## src/rtl/core/assert_macros.svh

```systemverilog
// ----------------------------------------------------------------------------
// assert_macros.svh
// Concurrent assertion shorthands used by the core datapath.
// ----------------------------------------------------------------------------
`ifndef ASSERT_MACROS_SVH
`define ASSERT_MACROS_SVH

// same-cycle implication
`define ASSERT_IMPLY(label, clk, rst, ante, cons, msg) \
   label: assert property (@(posedge clk) disable iff (rst) (ante) |-> (cons)) \
      else $error(msg);

// next-cycle implication
`define ASSERT_NEXT(label, clk, rst, ante, cons, msg) \
   label: assert property (@(posedge clk) disable iff (rst) (ante) |=> (cons)) \
      else $error(msg);

`endif

```

## src/rtl/core/pidpmc_pkg.sv

```systemverilog
// ----------------------------------------------------------------------------
// pidpmc_pkg
// Types, widths, codes and helpers of the PID position motor controller.
// ----------------------------------------------------------------------------
`default_nettype none

package pidpmc_pkg;

   localparam int POS_BITS       = 24;
   localparam int VALUE_BITS     = 24;
   localparam int FUNC_BITS      = 3;
   localparam int ERR_BITS       = POS_BITS + 1;
   localparam int DIFF_BITS      = POS_BITS + 2;
   localparam int GAIN_BITS      = 16;
   localparam int MUL_B_BITS     = GAIN_BITS + 1;
   localparam int PROD_BITS      = DIFF_BITS + MUL_B_BITS;
   localparam int ACC_BITS       = PROD_BITS + 2;
   localparam int ESUM_BITS      = 12;
   localparam int SPEED_BITS     = 9;
   localparam int DELTA_BITS     = SPEED_BITS + 1;
   localparam int NUM_BITS       = 12;
   localparam int PWM_BITS       = 8;
   localparam int FRAC_BITS      = 12;
   localparam int CSR_INDEX_BITS = 3;
   localparam int CSR_DATA_BITS  = 16;

   localparam int ISUM_LIMIT  = 2000;
   localparam int FRICTION    = 7;
   localparam int SETTLE_BAND = 10;
   localparam int SLEW_LIMIT  = 50;

   // reciprocal of five, exact for magnitudes below 2048
   localparam int DIV5_MUL   = 1639;
   localparam int DIV5_SHIFT = 13;

   localparam logic [PWM_BITS-1:0]  MAX_SPEED_RESET = 8'd255;
   localparam logic [GAIN_BITS-1:0] GAIN_P_RESET    = 16'd614;
   localparam logic [GAIN_BITS-1:0] GAIN_I_RESET    = 16'd123;
   localparam logic [GAIN_BITS-1:0] GAIN_D_RESET    = 16'd2048;

   typedef logic signed [POS_BITS-1:0]   pos_type;
   typedef logic signed [VALUE_BITS-1:0] value_type;
   typedef logic signed [ERR_BITS-1:0]   err_type;
   typedef logic signed [DIFF_BITS-1:0]  diff_type;
   typedef logic signed [MUL_B_BITS-1:0] mul_b_type;
   typedef logic signed [PROD_BITS-1:0]  prod_type;
   typedef logic signed [ACC_BITS-1:0]   acc_type;
   typedef logic signed [ESUM_BITS-1:0]  esum_type;
   typedef logic signed [SPEED_BITS-1:0] speed_type;
   typedef logic signed [DELTA_BITS-1:0] delta_type;
   typedef logic signed [NUM_BITS-1:0]   num_type;

   localparam acc_type FRICTION_Q = acc_type'(FRICTION * (2 ** FRAC_BITS));

   typedef enum logic [FUNC_BITS-1:0] {
      FUNC_TICK         = 3'd0,
      FUNC_EDGE_A       = 3'd1,
      FUNC_EDGE_B       = 3'd2,
      FUNC_SET_TARGET   = 3'd3,
      FUNC_SET_SPEED    = 3'd4,
      FUNC_SET_POSITION = 3'd5
   } func_type;

   typedef enum logic [1:0] {
      MODE_IDLE   = 2'd0,
      MODE_TARGET = 2'd1,
      MODE_SPEED  = 2'd2
   } mode_type;

   typedef enum logic [CSR_INDEX_BITS-1:0] {
      CSR_MAX_SPEED = 3'd0,
      CSR_INVERT    = 3'd1,
      CSR_GAIN_P    = 3'd2,
      CSR_GAIN_I    = 3'd3,
      CSR_GAIN_D    = 3'd4
   } csr_index_type;

   typedef enum logic [3:0] {
      CS_IDLE,
      CS_EXEC,
      CS_CHECK,
      CS_MUL_P,
      CS_MUL_I,
      CS_MUL_D,
      CS_SUM,
      CS_FRIC,
      CS_CMD,
      CS_SLEW,
      CS_EMIT
   } ctrl_state_type;

   typedef enum logic [3:0] {
      OP_NONE,
      OP_CAPTURE,
      OP_EXEC,
      OP_CHECK,
      OP_MUL_P,
      OP_MUL_I,
      OP_MUL_D,
      OP_SUM,
      OP_FRIC,
      OP_CMD,
      OP_SLEW,
      OP_EMIT
   } dp_op_type;

   typedef struct packed {
      dp_op_type op;
   } dp_cmd_type;

   typedef struct packed {
      logic tick_target;
      logic settled;
      logic out_free;
   } dp_status_type;

   // divide by five, truncating toward zero
   function automatic num_type div5_trunc(input num_type num);
      logic [NUM_BITS-2:0]            mag;
      logic [2*(NUM_BITS-1)-1:0]      prod;
      num_type                        quo;
      mag  = (num < 0) ? (NUM_BITS-1)'(-num) : (NUM_BITS-1)'(num);
      prod = (2*(NUM_BITS-1))'(mag) * (2*(NUM_BITS-1))'(DIV5_MUL);
      quo  = num_type'(prod >> DIV5_SHIFT);
      return (num < 0) ? -quo : quo;
   endfunction

endpackage

`default_nettype wire

```

## src/rtl/core/pidpmc_req_if.sv

```systemverilog
// ----------------------------------------------------------------------------
// pidpmc_req_if
// Event channel into the controller core.
// ----------------------------------------------------------------------------
`default_nettype none

interface pidpmc_req_if;
   logic                                valid;
   logic                                ready;
   logic [pidpmc_pkg::FUNC_BITS-1:0]    func;
   pidpmc_pkg::value_type               value;
   logic                                other_level;

   modport source (output valid, func, value, other_level, input ready);
   modport sink   (input valid, func, value, other_level, output ready);
endinterface

`default_nettype wire

```

## src/rtl/core/pidpmc_rsp_if.sv

```systemverilog
// ----------------------------------------------------------------------------
// pidpmc_rsp_if
// Status channel out of the controller core.
// ----------------------------------------------------------------------------
`default_nettype none

interface pidpmc_rsp_if;
   logic                               valid;
   logic                               ready;
   logic [pidpmc_pkg::PWM_BITS-1:0]    pwm_duty;
   logic                               direction;
   logic                               running;
   pidpmc_pkg::value_type              position_now;

   modport source (output valid, pwm_duty, direction, running, position_now, input ready);
   modport sink   (input valid, pwm_duty, direction, running, position_now, output ready);
endinterface

`default_nettype wire

```

## src/rtl/core/pidpmc_ctrl.sv

```systemverilog
// ----------------------------------------------------------------------------
// pidpmc_ctrl
// Sequencer: steps the datapath through an event and the PID stages.
// ----------------------------------------------------------------------------
`default_nettype none

module pidpmc_ctrl (
   input  wire                         clock,
   input  wire                         reset,
   input  wire                         req_valid,
   output logic                        req_ready,
   input  pidpmc_pkg::dp_status_type   status,
   output pidpmc_pkg::dp_cmd_type      cmd
);

   pidpmc_pkg::ctrl_state_type state_ff, state_in;

   always_ff @(posedge clock) begin
      if (reset) begin
         state_ff <= pidpmc_pkg::CS_IDLE;
      end else begin
         state_ff <= state_in;
      end
   end

   always_comb begin
      state_in  = state_ff;
      cmd.op    = pidpmc_pkg::OP_NONE;
      req_ready = 1'b0;
      case (state_ff)
         pidpmc_pkg::CS_IDLE: begin
            req_ready = 1'b1;
            if (req_valid) begin
               cmd.op   = pidpmc_pkg::OP_CAPTURE;
               state_in = pidpmc_pkg::CS_EXEC;
            end
         end
         pidpmc_pkg::CS_EXEC: begin
            cmd.op   = pidpmc_pkg::OP_EXEC;
            state_in = status.tick_target ? pidpmc_pkg::CS_CHECK : pidpmc_pkg::CS_EMIT;
         end
         pidpmc_pkg::CS_CHECK: begin
            cmd.op   = pidpmc_pkg::OP_CHECK;
            state_in = status.settled ? pidpmc_pkg::CS_EMIT : pidpmc_pkg::CS_MUL_P;
         end
         pidpmc_pkg::CS_MUL_P: begin
            cmd.op   = pidpmc_pkg::OP_MUL_P;
            state_in = pidpmc_pkg::CS_MUL_I;
         end
         pidpmc_pkg::CS_MUL_I: begin
            cmd.op   = pidpmc_pkg::OP_MUL_I;
            state_in = pidpmc_pkg::CS_MUL_D;
         end
         pidpmc_pkg::CS_MUL_D: begin
            cmd.op   = pidpmc_pkg::OP_MUL_D;
            state_in = pidpmc_pkg::CS_SUM;
         end
         pidpmc_pkg::CS_SUM: begin
            cmd.op   = pidpmc_pkg::OP_SUM;
            state_in = pidpmc_pkg::CS_FRIC;
         end
         pidpmc_pkg::CS_FRIC: begin
            cmd.op   = pidpmc_pkg::OP_FRIC;
            state_in = pidpmc_pkg::CS_CMD;
         end
         pidpmc_pkg::CS_CMD: begin
            cmd.op   = pidpmc_pkg::OP_CMD;
            state_in = pidpmc_pkg::CS_SLEW;
         end
         pidpmc_pkg::CS_SLEW: begin
            cmd.op   = pidpmc_pkg::OP_SLEW;
            state_in = pidpmc_pkg::CS_EMIT;
         end
         pidpmc_pkg::CS_EMIT: begin
            if (status.out_free) begin
               cmd.op   = pidpmc_pkg::OP_EMIT;
               state_in = pidpmc_pkg::CS_IDLE;
            end
         end
         default: begin
            state_in = pidpmc_pkg::CS_IDLE;
         end
      endcase
   end

endmodule

`default_nettype wire

```

## src/rtl/core/pidpmc_datapath.sv

```systemverilog
// ----------------------------------------------------------------------------
// pidpmc_datapath
// Motor state, registers, shared PID multiplier and the output register.
// ----------------------------------------------------------------------------
`default_nettype none
`include "assert_macros.svh"

module pidpmc_datapath (
   input  wire                                        clock,
   input  wire                                        reset,
   input  pidpmc_pkg::dp_cmd_type                     cmd,
   output pidpmc_pkg::dp_status_type                  status,
   input  wire                                        csr_write_enable,
   input  wire  [pidpmc_pkg::CSR_INDEX_BITS-1:0]      csr_index,
   input  wire  [pidpmc_pkg::CSR_DATA_BITS-1:0]       csr_write_data,
   input  wire  [pidpmc_pkg::FUNC_BITS-1:0]           req_func,
   input  pidpmc_pkg::value_type                      req_value,
   input  wire                                        req_other_level,
   output logic                                       rsp_valid,
   input  wire                                        rsp_ready,
   output logic [pidpmc_pkg::PWM_BITS-1:0]            rsp_pwm_duty,
   output logic                                       rsp_direction,
   output logic                                       rsp_running,
   output pidpmc_pkg::value_type                      rsp_position_now
);

   logic [pidpmc_pkg::PWM_BITS-1:0]  max_speed_ff, max_speed_in;
   logic                             invert_ff, invert_in;
   logic [pidpmc_pkg::GAIN_BITS-1:0] gain_p_ff, gain_p_in;
   logic [pidpmc_pkg::GAIN_BITS-1:0] gain_i_ff, gain_i_in;
   logic [pidpmc_pkg::GAIN_BITS-1:0] gain_d_ff, gain_d_in;

   pidpmc_pkg::func_type             func_ff, func_in;
   pidpmc_pkg::value_type            value_ff, value_in;
   logic                             other_ff, other_in;

   pidpmc_pkg::mode_type             mode_ff, mode_in;
   pidpmc_pkg::pos_type              target_ff, target_in;
   pidpmc_pkg::pos_type              position_ff, position_in;
   pidpmc_pkg::speed_type            speed_ff, speed_in;
   pidpmc_pkg::esum_type             esum_ff, esum_in;
   pidpmc_pkg::err_type              last_err_ff, last_err_in;
   logic                             dir_ff, dir_in;
   logic [pidpmc_pkg::PWM_BITS-1:0]  pwm_ff, pwm_in;

   pidpmc_pkg::err_type              err_ff, err_in;
   pidpmc_pkg::diff_type             diff_ff, diff_in;
   pidpmc_pkg::prod_type             prod_ff, prod_in;
   pidpmc_pkg::acc_type              acc_ff, acc_in;
   logic                             neg_ff, neg_in;
   pidpmc_pkg::speed_type            cmd_ff, cmd_in;

   logic                             rsp_valid_ff, rsp_valid_in;
   logic [pidpmc_pkg::PWM_BITS-1:0]  rsp_pwm_ff, rsp_pwm_in;
   logic                             rsp_dir_ff, rsp_dir_in;
   logic                             rsp_run_ff, rsp_run_in;
   pidpmc_pkg::value_type            rsp_pos_ff, rsp_pos_in;

   pidpmc_pkg::diff_type             mul_a;
   pidpmc_pkg::mul_b_type            mul_b;
   pidpmc_pkg::prod_type             mul_prod;
   logic                             settled;

   function automatic logic dir_of(input pidpmc_pkg::speed_type spd, input logic inv);
      return inv ? (spd < 0) : (spd > 0);
   endfunction

   function automatic logic [pidpmc_pkg::PWM_BITS-1:0] pwm_of(
      input pidpmc_pkg::speed_type spd);
      pidpmc_pkg::speed_type mag;
      mag = (spd < 0) ? -spd : spd;
      return mag[pidpmc_pkg::PWM_BITS-1:0];
   endfunction

   assign settled = (err_ff <= pidpmc_pkg::SETTLE_BAND) && (err_ff >= -pidpmc_pkg::SETTLE_BAND);

   assign status.tick_target = (func_ff == pidpmc_pkg::FUNC_TICK) &&
                               (mode_ff == pidpmc_pkg::MODE_TARGET);
   assign status.settled     = settled;
   assign status.out_free    = !rsp_valid_ff || rsp_ready;

   always_comb begin
      case (cmd.op)
         pidpmc_pkg::OP_MUL_I: begin
            mul_a = pidpmc_pkg::diff_type'(esum_ff);
            mul_b = pidpmc_pkg::mul_b_type'({1'b0, gain_i_ff});
         end
         pidpmc_pkg::OP_MUL_D: begin
            mul_a = diff_ff;
            mul_b = pidpmc_pkg::mul_b_type'({1'b0, gain_d_ff});
         end
         default: begin
            mul_a = pidpmc_pkg::diff_type'(err_ff);
            mul_b = pidpmc_pkg::mul_b_type'({1'b0, gain_p_ff});
         end
      endcase
   end

   assign mul_prod = mul_a * mul_b;

   always_comb begin
      pidpmc_pkg::value_type lim_pos;
      pidpmc_pkg::value_type val_clamp;
      pidpmc_pkg::diff_type  esum_sum;
      pidpmc_pkg::acc_type   mag_full;
      pidpmc_pkg::acc_type   mag_shift;
      logic [pidpmc_pkg::PWM_BITS-1:0] cmd_mag;
      pidpmc_pkg::speed_type cmd_pos;
      pidpmc_pkg::delta_type delta;
      pidpmc_pkg::num_type   spd_n;
      pidpmc_pkg::num_type   dlt_n;
      pidpmc_pkg::num_type   num;
      logic                  step_up;

      max_speed_in = max_speed_ff;
      invert_in    = invert_ff;
      gain_p_in    = gain_p_ff;
      gain_i_in    = gain_i_ff;
      gain_d_in    = gain_d_ff;
      func_in      = func_ff;
      value_in     = value_ff;
      other_in     = other_ff;
      mode_in      = mode_ff;
      target_in    = target_ff;
      position_in  = position_ff;
      speed_in     = speed_ff;
      esum_in      = esum_ff;
      last_err_in  = last_err_ff;
      dir_in       = dir_ff;
      pwm_in       = pwm_ff;
      err_in       = err_ff;
      diff_in      = diff_ff;
      prod_in      = prod_ff;
      acc_in       = acc_ff;
      neg_in       = neg_ff;
      cmd_in       = cmd_ff;
      rsp_valid_in = rsp_valid_ff && !rsp_ready;
      rsp_pwm_in   = rsp_pwm_ff;
      rsp_dir_in   = rsp_dir_ff;
      rsp_run_in   = rsp_run_ff;
      rsp_pos_in   = rsp_pos_ff;

      lim_pos   = pidpmc_pkg::value_type'({1'b0, max_speed_ff});
      val_clamp = value_ff;
      esum_sum  = pidpmc_pkg::diff_type'(err_ff) + pidpmc_pkg::diff_type'(esum_ff);
      mag_full  = neg_ff ? -acc_ff : acc_ff;
      mag_shift = mag_full >>> pidpmc_pkg::FRAC_BITS;
      cmd_mag   = (mag_shift > pidpmc_pkg::acc_type'({1'b0, max_speed_ff})) ?
                  max_speed_ff : mag_shift[pidpmc_pkg::PWM_BITS-1:0];
      cmd_pos   = pidpmc_pkg::speed_type'({1'b0, cmd_mag});
      delta     = pidpmc_pkg::delta_type'(cmd_ff) - pidpmc_pkg::delta_type'(speed_ff);
      spd_n     = pidpmc_pkg::num_type'(speed_ff);
      dlt_n     = pidpmc_pkg::num_type'(delta);
      num       = (spd_n <<< 2) + spd_n + (dlt_n <<< 1);
      step_up   = (func_ff == pidpmc_pkg::FUNC_EDGE_A) ? (other_ff ^ invert_ff) :
                  !(other_ff ^ invert_ff);

      if (csr_write_enable) begin
         case (csr_index)
            pidpmc_pkg::CSR_MAX_SPEED: max_speed_in = csr_write_data[pidpmc_pkg::PWM_BITS-1:0];
            pidpmc_pkg::CSR_INVERT:    invert_in    = csr_write_data[0];
            pidpmc_pkg::CSR_GAIN_P:    gain_p_in    = csr_write_data;
            pidpmc_pkg::CSR_GAIN_I:    gain_i_in    = csr_write_data;
            pidpmc_pkg::CSR_GAIN_D:    gain_d_in    = csr_write_data;
            default: begin
            end
         endcase
      end

      case (cmd.op)
         pidpmc_pkg::OP_CAPTURE: begin
            func_in  = pidpmc_pkg::func_type'(req_func);
            value_in = req_value;
            other_in = req_other_level;
         end
         pidpmc_pkg::OP_EXEC: begin
            case (func_ff)
               pidpmc_pkg::FUNC_TICK: begin
                  err_in = pidpmc_pkg::err_type'(target_ff) - pidpmc_pkg::err_type'(position_ff);
               end
               pidpmc_pkg::FUNC_EDGE_A, pidpmc_pkg::FUNC_EDGE_B: begin
                  position_in = step_up ? position_ff + pidpmc_pkg::pos_type'(1) :
                                          position_ff - pidpmc_pkg::pos_type'(1);
               end
               pidpmc_pkg::FUNC_SET_TARGET: begin
                  mode_in   = pidpmc_pkg::MODE_TARGET;
                  target_in = pidpmc_pkg::pos_type'(value_ff);
               end
               pidpmc_pkg::FUNC_SET_SPEED: begin
                  if (value_ff > lim_pos) begin
                     val_clamp = lim_pos;
                  end else if (value_ff < -lim_pos) begin
                     val_clamp = -lim_pos;
                  end
                  speed_in = pidpmc_pkg::speed_type'(val_clamp);
                  mode_in  = (val_clamp != 0) ? pidpmc_pkg::MODE_SPEED : pidpmc_pkg::MODE_IDLE;
                  dir_in   = dir_of(speed_in, invert_ff);
                  pwm_in   = pwm_of(speed_in);
               end
               pidpmc_pkg::FUNC_SET_POSITION: begin
                  position_in = pidpmc_pkg::pos_type'(value_ff);
               end
               default: begin
               end
            endcase
         end
         pidpmc_pkg::OP_CHECK: begin
            if (settled) begin
               mode_in = pidpmc_pkg::MODE_IDLE;
               pwm_in  = '0;
            end else begin
               if (esum_sum > pidpmc_pkg::ISUM_LIMIT) begin
                  esum_in = pidpmc_pkg::esum_type'(pidpmc_pkg::ISUM_LIMIT);
               end else if (esum_sum < -pidpmc_pkg::ISUM_LIMIT) begin
                  esum_in = pidpmc_pkg::esum_type'(-pidpmc_pkg::ISUM_LIMIT);
               end else begin
                  esum_in = pidpmc_pkg::esum_type'(esum_sum);
               end
               diff_in     = pidpmc_pkg::diff_type'(err_ff) - pidpmc_pkg::diff_type'(last_err_ff);
               last_err_in = err_ff;
            end
         end
         pidpmc_pkg::OP_MUL_P: begin
            prod_in = mul_prod;
         end
         pidpmc_pkg::OP_MUL_I: begin
            prod_in = mul_prod;
            acc_in  = pidpmc_pkg::acc_type'(prod_ff);
         end
         pidpmc_pkg::OP_MUL_D: begin
            prod_in = mul_prod;
            acc_in  = acc_ff + pidpmc_pkg::acc_type'(prod_ff);
         end
         pidpmc_pkg::OP_SUM: begin
            acc_in = acc_ff + pidpmc_pkg::acc_type'(prod_ff);
         end
         pidpmc_pkg::OP_FRIC: begin
            if (acc_ff > 0) begin
               acc_in = acc_ff + pidpmc_pkg::FRICTION_Q;
               neg_in = 1'b0;
            end else begin
               acc_in = acc_ff - pidpmc_pkg::FRICTION_Q;
               neg_in = 1'b1;
            end
         end
         pidpmc_pkg::OP_CMD: begin
            cmd_in = neg_ff ? -cmd_pos : cmd_pos;
         end
         pidpmc_pkg::OP_SLEW: begin
            if ((delta > pidpmc_pkg::SLEW_LIMIT) || (delta < -pidpmc_pkg::SLEW_LIMIT)) begin
               speed_in = pidpmc_pkg::speed_type'(pidpmc_pkg::div5_trunc(num));
            end else begin
               speed_in = cmd_ff;
            end
            dir_in = dir_of(speed_in, invert_ff);
            pwm_in = pwm_of(speed_in);
         end
         pidpmc_pkg::OP_EMIT: begin
            rsp_valid_in = 1'b1;
            rsp_pwm_in   = pwm_ff;
            rsp_dir_in   = dir_ff;
            rsp_run_in   = (mode_ff != pidpmc_pkg::MODE_IDLE);
            rsp_pos_in   = pidpmc_pkg::value_type'(position_ff);
         end
         default: begin
         end
      endcase
   end

   always_ff @(posedge clock) begin
      if (reset) begin
         max_speed_ff <= pidpmc_pkg::MAX_SPEED_RESET;
         invert_ff    <= 1'b0;
         gain_p_ff    <= pidpmc_pkg::GAIN_P_RESET;
         gain_i_ff    <= pidpmc_pkg::GAIN_I_RESET;
         gain_d_ff    <= pidpmc_pkg::GAIN_D_RESET;
         mode_ff      <= pidpmc_pkg::MODE_IDLE;
         target_ff    <= '0;
         position_ff  <= '0;
         speed_ff     <= '0;
         esum_ff      <= '0;
         last_err_ff  <= '0;
         dir_ff       <= 1'b0;
         pwm_ff       <= '0;
         rsp_valid_ff <= 1'b0;
      end else begin
         max_speed_ff <= max_speed_in;
         invert_ff    <= invert_in;
         gain_p_ff    <= gain_p_in;
         gain_i_ff    <= gain_i_in;
         gain_d_ff    <= gain_d_in;
         mode_ff      <= mode_in;
         target_ff    <= target_in;
         position_ff  <= position_in;
         speed_ff     <= speed_in;
         esum_ff      <= esum_in;
         last_err_ff  <= last_err_in;
         dir_ff       <= dir_in;
         pwm_ff       <= pwm_in;
         rsp_valid_ff <= rsp_valid_in;
      end
   end

   always_ff @(posedge clock) begin
      func_ff    <= func_in;
      value_ff   <= value_in;
      other_ff   <= other_in;
      err_ff     <= err_in;
      diff_ff    <= diff_in;
      prod_ff    <= prod_in;
      acc_ff     <= acc_in;
      neg_ff     <= neg_in;
      cmd_ff     <= cmd_in;
      rsp_pwm_ff <= rsp_pwm_in;
      rsp_dir_ff <= rsp_dir_in;
      rsp_run_ff <= rsp_run_in;
      rsp_pos_ff <= rsp_pos_in;
   end

   assign rsp_valid        = rsp_valid_ff;
   assign rsp_pwm_duty     = rsp_pwm_ff;
   assign rsp_direction    = rsp_dir_ff;
   assign rsp_running      = rsp_run_ff;
   assign rsp_position_now = rsp_pos_ff;

   `ASSERT_IMPLY(a_esum_range, clock, reset, 1'b1, (esum_ff <= pidpmc_pkg::ISUM_LIMIT && esum_ff >= -pidpmc_pkg::ISUM_LIMIT), "integral left its clamp range")
   `ASSERT_NEXT(a_cmd_limit, clock, reset, cmd.op == pidpmc_pkg::OP_CMD, (cmd_ff <= $signed({1'b0, max_speed_ff}) && cmd_ff >= -$signed({1'b0, max_speed_ff})), "command exceeds max speed")
   `ASSERT_NEXT(a_emit_valid, clock, reset, cmd.op == pidpmc_pkg::OP_EMIT, rsp_valid_ff, "emitted beat not presented")

endmodule

`default_nettype wire

```

## src/rtl/core/pid_position_motor_controller_core.sv

```systemverilog
// ----------------------------------------------------------------------------
// pid_position_motor_controller_core
// Event-driven DC motor position controller with PID and slew limiting.
// ----------------------------------------------------------------------------
// Usage:
//   req_chan carries one event per beat: control tick, encoder A or B edge
//   (with the other channel level), set target, set speed or set position.
//   rsp_chan returns one beat per event: PWM duty, direction, running flag
//   and the position count after the event.
//   csr_* writes the max speed, inversion and Q4.12 gains; write only while
//   no event is in flight.
// Sequencing:
//   Non-tick events and ticks outside target mode step through execute and
//   emit; a tick that settles adds a check step; a full PID tick then runs
//   three products through one shared multiplier, one per cycle, then sum,
//   friction, clamp and slew stages. One event is in work at a time, so a
//   new beat is accepted only once the last one has been emitted.
// Reset: synchronous; registers return to their defaults, the motor state
//   clears to idle, position zero and PWM zero.
// Stall: the result register holds its beat until rsp_chan.ready; a new
//   event is still accepted and waits at its final step for the register.
// ----------------------------------------------------------------------------
`default_nettype none

module pid_position_motor_controller_core (
   input  wire                                     clock,
   input  wire                                     reset,
   pidpmc_req_if.sink                              req_chan,
   pidpmc_rsp_if.source                            rsp_chan,
   input  wire                                     csr_write_enable,
   input  wire  [pidpmc_pkg::CSR_INDEX_BITS-1:0]   csr_index,
   input  wire  [pidpmc_pkg::CSR_DATA_BITS-1:0]    csr_write_data
);

   pidpmc_pkg::dp_cmd_type    dp_cmd;
   pidpmc_pkg::dp_status_type dp_status;
   logic                      req_ready;

   pidpmc_ctrl u_ctrl (
      .clock     (clock),
      .reset     (reset),
      .req_valid (req_chan.valid),
      .req_ready (req_ready),
      .status    (dp_status),
      .cmd       (dp_cmd)
   );

   pidpmc_datapath u_datapath (
      .clock            (clock),
      .reset            (reset),
      .cmd              (dp_cmd),
      .status           (dp_status),
      .csr_write_enable (csr_write_enable),
      .csr_index        (csr_index),
      .csr_write_data   (csr_write_data),
      .req_func         (req_chan.func),
      .req_value        (req_chan.value),
      .req_other_level  (req_chan.other_level),
      .rsp_valid        (rsp_chan.valid),
      .rsp_ready        (rsp_chan.ready),
      .rsp_pwm_duty     (rsp_chan.pwm_duty),
      .rsp_direction    (rsp_chan.direction),
      .rsp_running      (rsp_chan.running),
      .rsp_position_now (rsp_chan.position_now)
   );

   assign req_chan.ready = req_ready;

endmodule

`default_nettype wire
```

## src/flat_wrapper.sv

```systemverilog
// flat-port wrapper written by rule: the top's interface ports become plain ports
module pid_position_motor_controller_core_flat 
  (clock, reset, csr_write_enable, csr_index, csr_write_data, req_chan_valid, req_chan_func, req_chan_value, req_chan_other_level, req_chan_ready, rsp_chan_valid, rsp_chan_pwm_duty, rsp_chan_direction, rsp_chan_running, rsp_chan_position_now, rsp_chan_ready);
  pidpmc_req_if req_chan_i ();
  pidpmc_rsp_if rsp_chan_i ();
  input  wire clock;
  input  wire reset;
  input  wire csr_write_enable;
  input  wire  [pidpmc_pkg::CSR_INDEX_BITS-1:0] csr_index;
  input  wire  [pidpmc_pkg::CSR_DATA_BITS-1:0] csr_write_data;
  input wire logic [$bits(req_chan_i.valid)-1:0] req_chan_valid;
  input wire logic [$bits(req_chan_i.func)-1:0] req_chan_func;
  input wire logic [$bits(req_chan_i.value)-1:0] req_chan_value;
  input wire logic [$bits(req_chan_i.other_level)-1:0] req_chan_other_level;
  output wire logic [$bits(req_chan_i.ready)-1:0] req_chan_ready;
  output wire logic [$bits(rsp_chan_i.valid)-1:0] rsp_chan_valid;
  output wire logic [$bits(rsp_chan_i.pwm_duty)-1:0] rsp_chan_pwm_duty;
  output wire logic [$bits(rsp_chan_i.direction)-1:0] rsp_chan_direction;
  output wire logic [$bits(rsp_chan_i.running)-1:0] rsp_chan_running;
  output wire logic [$bits(rsp_chan_i.position_now)-1:0] rsp_chan_position_now;
  input wire logic [$bits(rsp_chan_i.ready)-1:0] rsp_chan_ready;
  assign req_chan_i.valid = req_chan_valid;
  assign req_chan_i.func = req_chan_func;
  assign req_chan_i.value = req_chan_value;
  assign req_chan_i.other_level = req_chan_other_level;
  assign req_chan_ready = req_chan_i.ready;
  assign rsp_chan_valid = rsp_chan_i.valid;
  assign rsp_chan_pwm_duty = rsp_chan_i.pwm_duty;
  assign rsp_chan_direction = rsp_chan_i.direction;
  assign rsp_chan_running = rsp_chan_i.running;
  assign rsp_chan_position_now = rsp_chan_i.position_now;
  assign rsp_chan_i.ready = rsp_chan_ready;
  pid_position_motor_controller_core u_core (.clock(clock), .reset(reset), .req_chan(req_chan_i), .rsp_chan(rsp_chan_i), .csr_write_enable(csr_write_enable), .csr_index(csr_index), .csr_write_data(csr_write_data));
endmodule
```

## config.mk

```make
export PLATFORM = sky130hd
export DESIGN_NAME = pid_position_motor_controller_core_flat
export DESIGN_NICKNAME = d
export VERILOG_FILES = /design/src/rtl/core/pidpmc_pkg.sv /design/src/rtl/core/pidpmc_req_if.sv /design/src/rtl/core/pidpmc_rsp_if.sv /design/src/rtl/core/pidpmc_ctrl.sv /design/src/rtl/core/pidpmc_datapath.sv /design/src/rtl/core/pid_position_motor_controller_core.sv /design/src/flat_wrapper.sv
export VERILOG_INCLUDE_DIRS = /design/src /design/src/rtl/core
export SDC_FILE = /design/constraint.sdc
export NUM_CORES = 2
export LEC_CHECK = 0
export BUFFER_PORTS_ARGS = -buffer_cell sky130_fd_sc_hd__buf_2
export CAP_MARGIN = 20
export CORE_UTILIZATION = 50
export CTS_CLUSTER_DIAMETER = 150
export DETAILED_ROUTE_END_ITERATION = 7
export PLACE_DENSITY = 0.66
export SYNTH_ARGS = -nofsm -noshare
export SYNTH_HDL_FRONTEND = slang
export SYNTH_SLANG_ARGS = --single-unit
```

## constraint.sdc

```tcl
create_clock -name clock -period 14.42 [get_ports clock]
set_clock_uncertainty 0.15 [all_clocks]
set_input_delay 0 -clock clock [delete_from_list [all_inputs] [get_ports clock]]
set_output_delay 0 -clock clock [all_outputs]
set_load 0.01 [all_outputs]
```

[Word-level counts from Yosys, hierarchy flattened]
Index checks and enable logic that the tools add are counted.
Storage, ports and cells
  output and inout bits: 36
  flip-flop bits (word level): 378
  input port bits: 52
Operators by class
  equality and inequality tests: 36
  add/sub/neg operators: 18
  magnitude comparators: 15
  multiply operators: 2
  reduce and logical (&&, ||, !) cells: 34
  bitwise logic cells: 2
  mux-type cells: 46
Operator list (number)
  $pmux 45 s3: 1
  $mux 24: 5
  $mux 45: 2
  $pmux 4 s11: 2
  $pmux 26 s2: 1
  $mux 8: 6
  $pmux 24 s2: 1
  $add 45x16->45 const B: 1
  $add 45x43->45: 1
  $gt 45x1->1 const B: 1
  $neg 45->45: 1
  $sub 45x16->45 const B: 1
  $mul 26x17->43: 1
  $mux 9: 4
  $gt 33x9->1: 1
  $eq 4x3->1 const B: 8
  $pmux 16 s2: 1
  $reduce_bool 32->1: 1
  $eq 4x4->1 const B: 7
  $add 25x12->26: 1
  $gt 26x12->1 const B: 1
  $lt 26x12->1 const B: 1
  $sub 25x25->26: 1
  $ge 25x5->1 const B: 1
  51 further kinds: 102

[Depth between registers and ports, before layout]
  depth after elaboration: 12
  mapped depth: 44

[Cells and area by module]
Synthesis repeated with hierarchy kept, for this count alone.
Second synthesis, totals
  cells, all modules: 4978
  area total of the unflattened synthesis: 43375.4 µm²
By module, submodules not included
  pidpmc_datapath: area an instance 43040.0 µm², cells an instance 4933, instances 1, sequential area each 9599.2 µm²
  pidpmc_ctrl: area an instance 335.3 µm², cells an instance 45, instances 1, sequential area each 80.1 µm²

[Least setup slack after synthesis]
Ideal clock, no wire load.
  kind: reg-to-reg
  start point: register u_core.u_datapath.speed_ff[0]
  end point: register u_core.u_datapath.pwm_ff[6] (netlist bit)
  arrival time: 9.725 ns
  path slack: 4.460 ns
  required time: 14.184 ns
  clock period less this slack: 9.960 ns
  path buffers: 1
  cell stages (with the launch flop): 40
  library setup time: 0.086 ns
  cells stage by stage: dfxtp_1 ha_1 inv_1 fa_1 a21o_1 a21oi_1 xnor2_1 fa_1 ha_1 a21oi_1 o22a_1 a21o_1 a311oi_1 a2111o_1 and4_1 buf_2 nor2_1 xor2_1 (+4 left out) fa_1 inv_1 fa_1 inv_1 ha_1 o21ai_0 nor2_1 o311ai_0 a21oi_1 o2111a_1 or2_2 or3_1 and4b_1 a211oi_1 nand4_1 a21o_1 a21o_1 a211oi_1
Between the ends
  word-level cells in the longest chain between the ends: 12
  elaborated cells on any way between the ends: 18
  those cells by class: 6 x add/sub; 1 x mul; 4 x order compare; 6 x mux; 1 x reduce/logical
RTL lines
  start: declaration: line pidpmc_datapath.sv:40  | pidpmc_pkg::speed_type speed_ff, speed_in;
  start signal: assignment: line pidpmc_datapath.sv:295  | speed_ff <= speed_in;
  $add 11x9->12 or $sub 9x9->10 (tied branches): line pidpmc_datapath.sv:154, pidpmc_datapath.sv:151
  $add 12x11->12: line pidpmc_datapath.sv:154  | num = (spd_n <<< 2) + spd_n + (dlt_n <<< 1);
  $neg 11->11 or $lt 12x1->1 (tied branches): line pidpmc_pkg.sv:122, pidpmc_pkg.sv:125
  $mux 11: line pidpmc_pkg.sv:122  | mag = (num < 0) ? (NUM_BITS-1)'(-num) : (NUM_BITS-1)'(num);
  $mul 11x11->22: line pidpmc_pkg.sv:123  | prod = (2*(NUM_BITS-1))'(mag) * (2*(NUM_BITS-1))'(DIV5_MUL);
  $neg 9->9: line pidpmc_pkg.sv:125  | return (num < 0) ? -quo : quo;
  $mux 9: line pidpmc_pkg.sv:125
  $mux 9 *: line pidpmc_datapath.sv:250  | if ((delta > pidpmc_pkg::SLEW_LIMIT) || (delta < -pidpmc_pkg::SLEW_LIMIT)) begin
  $mux 9 *: line pidpmc_datapath.sv:170  | case (cmd.op)
  $neg 8->8 or $lt 9x1->1 (tied branches): line pidpmc_datapath.sv:71  | mag = (spd < 0) ? -spd : spd;
  $mux 8 *: line pidpmc_datapath.sv:71
  $pmux 8 s3 *: line pidpmc_datapath.sv:170
  end signal: assignment: line pidpmc_datapath.sv:299  | pwm_ff <= pwm_in;
  end: declaration: line pidpmc_datapath.sv:44  | logic [pidpmc_pkg::PWM_BITS-1:0] pwm_ff, pwm_in;
Mark *: on every way between the ends. The rest lies on a longest branch, timed or not. The select of a mux whose other input is x is not followed.
A chain may end at the register's enable or synchronous reset.

[Worst setup path after layout]
Same ends and word-level chain as after synthesis.

==> impl_metrics.csv <==
group,metric,value,unit
cells_and_area,final_nets,5990,
sta,post-route-min-period,11.76,ns
sta,finalSetupViolCount,0,
route,vias,36000,
critical_path,crit_arrival,12.13,ns
clock_tree,clkTransAtPathRegs,0.06,ns
yosys,synth_cell_type_count,93,
clock_tree,cts_max_path_buffers,3,
sta,totalNegativeSetupSlack,0,ns
outcome,outcome,"finished with violations",
place,io_buffers,87,
die,die_area,88600,um^2
route,vias_per_cell,5.738,
critical_path,worstSetupPathType,"flop to flop",
cells_and_area,drive_gt1_share,5.316,%
critical_path,critPathLaunchType,"flop",
grt,overflow,0,
yosys,synth_edf_count,211,
clock_tree,cts_sinks,378,
yosys,ys_seq_area_share,22.15,%
clock_tree,numCtsBuffers,46,
cells_and_area,fin_util,55.28,%
sta,fin_ws,2.662,ns
yosys,yosys_warnings,0,
yosys,synth_compound_area_share,15.87,%
place,gpl.final_weighted_congestion,0.9159,
cells_and_area,final_cell_mix,"678 x inv_1, 600 x nand2_1, 444 x fa_1, 415 x nor2_1, 415 x ha_1",
cells_and_area,area_growth,9.553,%
cells_and_area,final_common_cell,"inv_1",
critical_path,worst_setup_path_end_kind,"flop",
place,dpl_worst_slack,2.722,ns
yosys,yosys_most_used_dff,"edfxtp_1",
clock_tree,cts_root_buf,"clkbuf_16",
yosys,synth_top_family_by_area,"adder cells",
yosys,ys_ff_latch,378,
clock_tree,clkLatencyLatePin,0.64,ns
yosys,synthCells,4987,
critical_path,reg2reg_from,"u_core.u_datapath.speed_ff[0]",
die,boundaryPins,88,
yosys,syn_area_per_cell,8.764,um^2
job,maxCapViolCount,0,
grt,grt_pass1_vias,35780,
route,drt_pre_antenna_iters,7,
route,ant_nets,0,
yosys,muxShareOfSynthArea,1.202,%
route,first_iter_violations,2446,
die,fp.dieW,297.7,um
critical_path,cp.required,14.79,ns
route,post_drt_wl_per_cell,19.02,um
sta,slew_headroom,19.95,%
critical_path,slowest_stage,"o21ai_0",
cells_and_area,fill_cells,7794,
yosys,synthSimpleGateAreaFrac,16.16,%
yosys,syn-num-nets,5898,
critical_path,crit_path_max_fanout,12,
clock_tree,cts_tree,"done",
clock_tree,cts-htree-levels,2,
die,die_h,297.7,um
place,post-dp-hpwl,91640,um
yosys,synth_xor_area_share,5.010,%
sta,worst_pin_slew,1.201,ns
outcome,violations,"DRC",
die,initial_core_util,50.46,%
die,core_area,86620,um^2
route,routed_wl,119400,um
critical_path,crit_buf_inv,3,
sta,rsz0062_at_grt,"false",
hold_path,hold_class,"primary input to flop",
critical_path,cp_top_family,"compound AO/OA/AOI/OAI gates",
sta,max_freq,0.08505,GHz
critical_path,cp_slowest_stage_delay,0.72,ns
route,drc,2,
critical_path,startpoint,"u_core.u_datapath.speed_ff[0]",
grt,globalRouteTotalUtil,27.27,%
yosys,syn-cell-area,43710,um^2
die,placementRows,108,
yosys,synthAdderAreaFrac,32.22,%
grt,antenna_found_initial,4,
hold_path,min-delay-start,"csr_write_data[9]",
grt,grt_max_degree,97,
sta,hold_violations,0,
yosys,ys_async_sr_fraction,0,%
sta,final_max_slew_viol_count,0,
grt,grt_pass1_wl,193900,um
sta,finalCritPeriodShare,81.54,%
clock_tree,cts_resized,0,
==> stage by stage <==
| stage | cells | cell area [um^2] | hold WS [ns] |
|---|---|---|---|
| finish | 6274 | 47880 | 0.04162 |
| global route | 6273 | 47880 | 0.04007 |
| CTS | 6270 | 47860 | 0.01813 |
| detailed placement | 6096 | 45320 | 0.02827 |
| global placement | 6095 | 45320 | 0.02890 |
| floorplan | 4987 | 43710 | -0.05113 |
==> final timing paths <==
| kind | endpoint | slack, ns | depth (start not counted) |
|---|---|---|---|
| setup / recovery | u_core.u_datapath.pwm_ff[6] | 2.66 | 37 |
| hold / removal | u_core.u_datapath.gain_p_ff[9] | 0.04 | 4 |
| setup reg to reg | u_core.u_datapath.pwm_ff[6] | 2.66 | 37 |
| hold reg to reg | u_core.u_datapath.rsp_pwm_duty[0] | 0.29 | 0 |
==> area by class of cell <==
class                   instances  area (um^2)  share of cell area, %
well taps                    1155         1445                  3.018
flip-flops and latches        378         9679                  20.21
inverters                     680         2552                  5.331
multi-input cells            3756        30910                  64.55
diodes                          2        5.005                0.01045
clock inverters                23        312.8                 0.6533
repair buffers                217         1632                  3.407
clock buffers                  63         1348                  2.814
==> kinds of logic (layout without fill, tap and decap cells) <==
family          count (synthesis)  after routing
simple gates                 1551           1551
compound gates               1044           1044
fa+ha+maj                     859            859
buf+inv                       853            983
flops                         378            378
xor+xnor                      250            250
mux                            52             52
other cells                     0              2
==> sequential cells by signal (all words and copies together) (netlist names), 25 cells and up <==
register                       count
u_core.u_datapath.acc_ff          45
u_core.u_datapath.prod_ff         43
u_core.u_datapath.diff_ff         26
u_core.u_datapath.err_ff          25
u_core.u_datapath.last_err_ff     25
==> per-layer routing <==
layer | wire length (um) | track usage (%) | vias up | part of all wire (%)
met3 | 8338 | 4.266 | 160 | 7.0
met4 | 2461 | 6.247 | 0 | 2.1
met2 | 54430 | 44.05 | 1090 | 46
met5 | 0 | 0 | - | 0
li1 | - | - | 17180 | -
met1 | 54130 | 38.38 | 17570 | 45
==> cells in the mapped netlist, types with 36 or more instances <==
library cell / count / area [um^2]
a211oi_1: 59 / 442.9
a21o_1: 91 / 683.2
a21oi_1: 306 / 1531
a22oi_1: 49 / 367.9
and3_1: 44 / 275.3
clkbuf_1: 158 / 593.1
dfxtp_1: 167 / 3343
edfxtp_1: 211 / 6336
fa_1: 444 / 8889
ha_1: 415 / 5192
inv_1: 678 / 2545
mux2i_1: 48 / 480.5
nand2_1: 601 / 2256
nand2b_1: 54 / 337.8
nand3_1: 88 / 440.4
nor2_1: 419 / 1573
nor2b_1: 40 / 250.2
nor3_1: 85 / 425.4
nor4_1: 36 / 225.2
o21a_1: 45 / 337.8
o21ai_0: 162 / 810.8
xnor2_1: 151 / 1323
xor2_1: 99 / 867.1
==> worst min-delay path, stage by stage <==
cell           delay (ns)
dlygate4sd3_1        0.52
buf_2                0.11
nand2_1              0.05
nand3b_1             0.06
==> repair_timing <==
item,4_1_cts,5_1_grt
buffers inserted,0,0
hold endpoints to repair,183,0
endpoints found under the setup margin,0,0
hold buffers,88,0
Power is left out: the tool's default activity adds up to more than one toggle a clock period on the data nets, which glitch-free logic cannot reach.
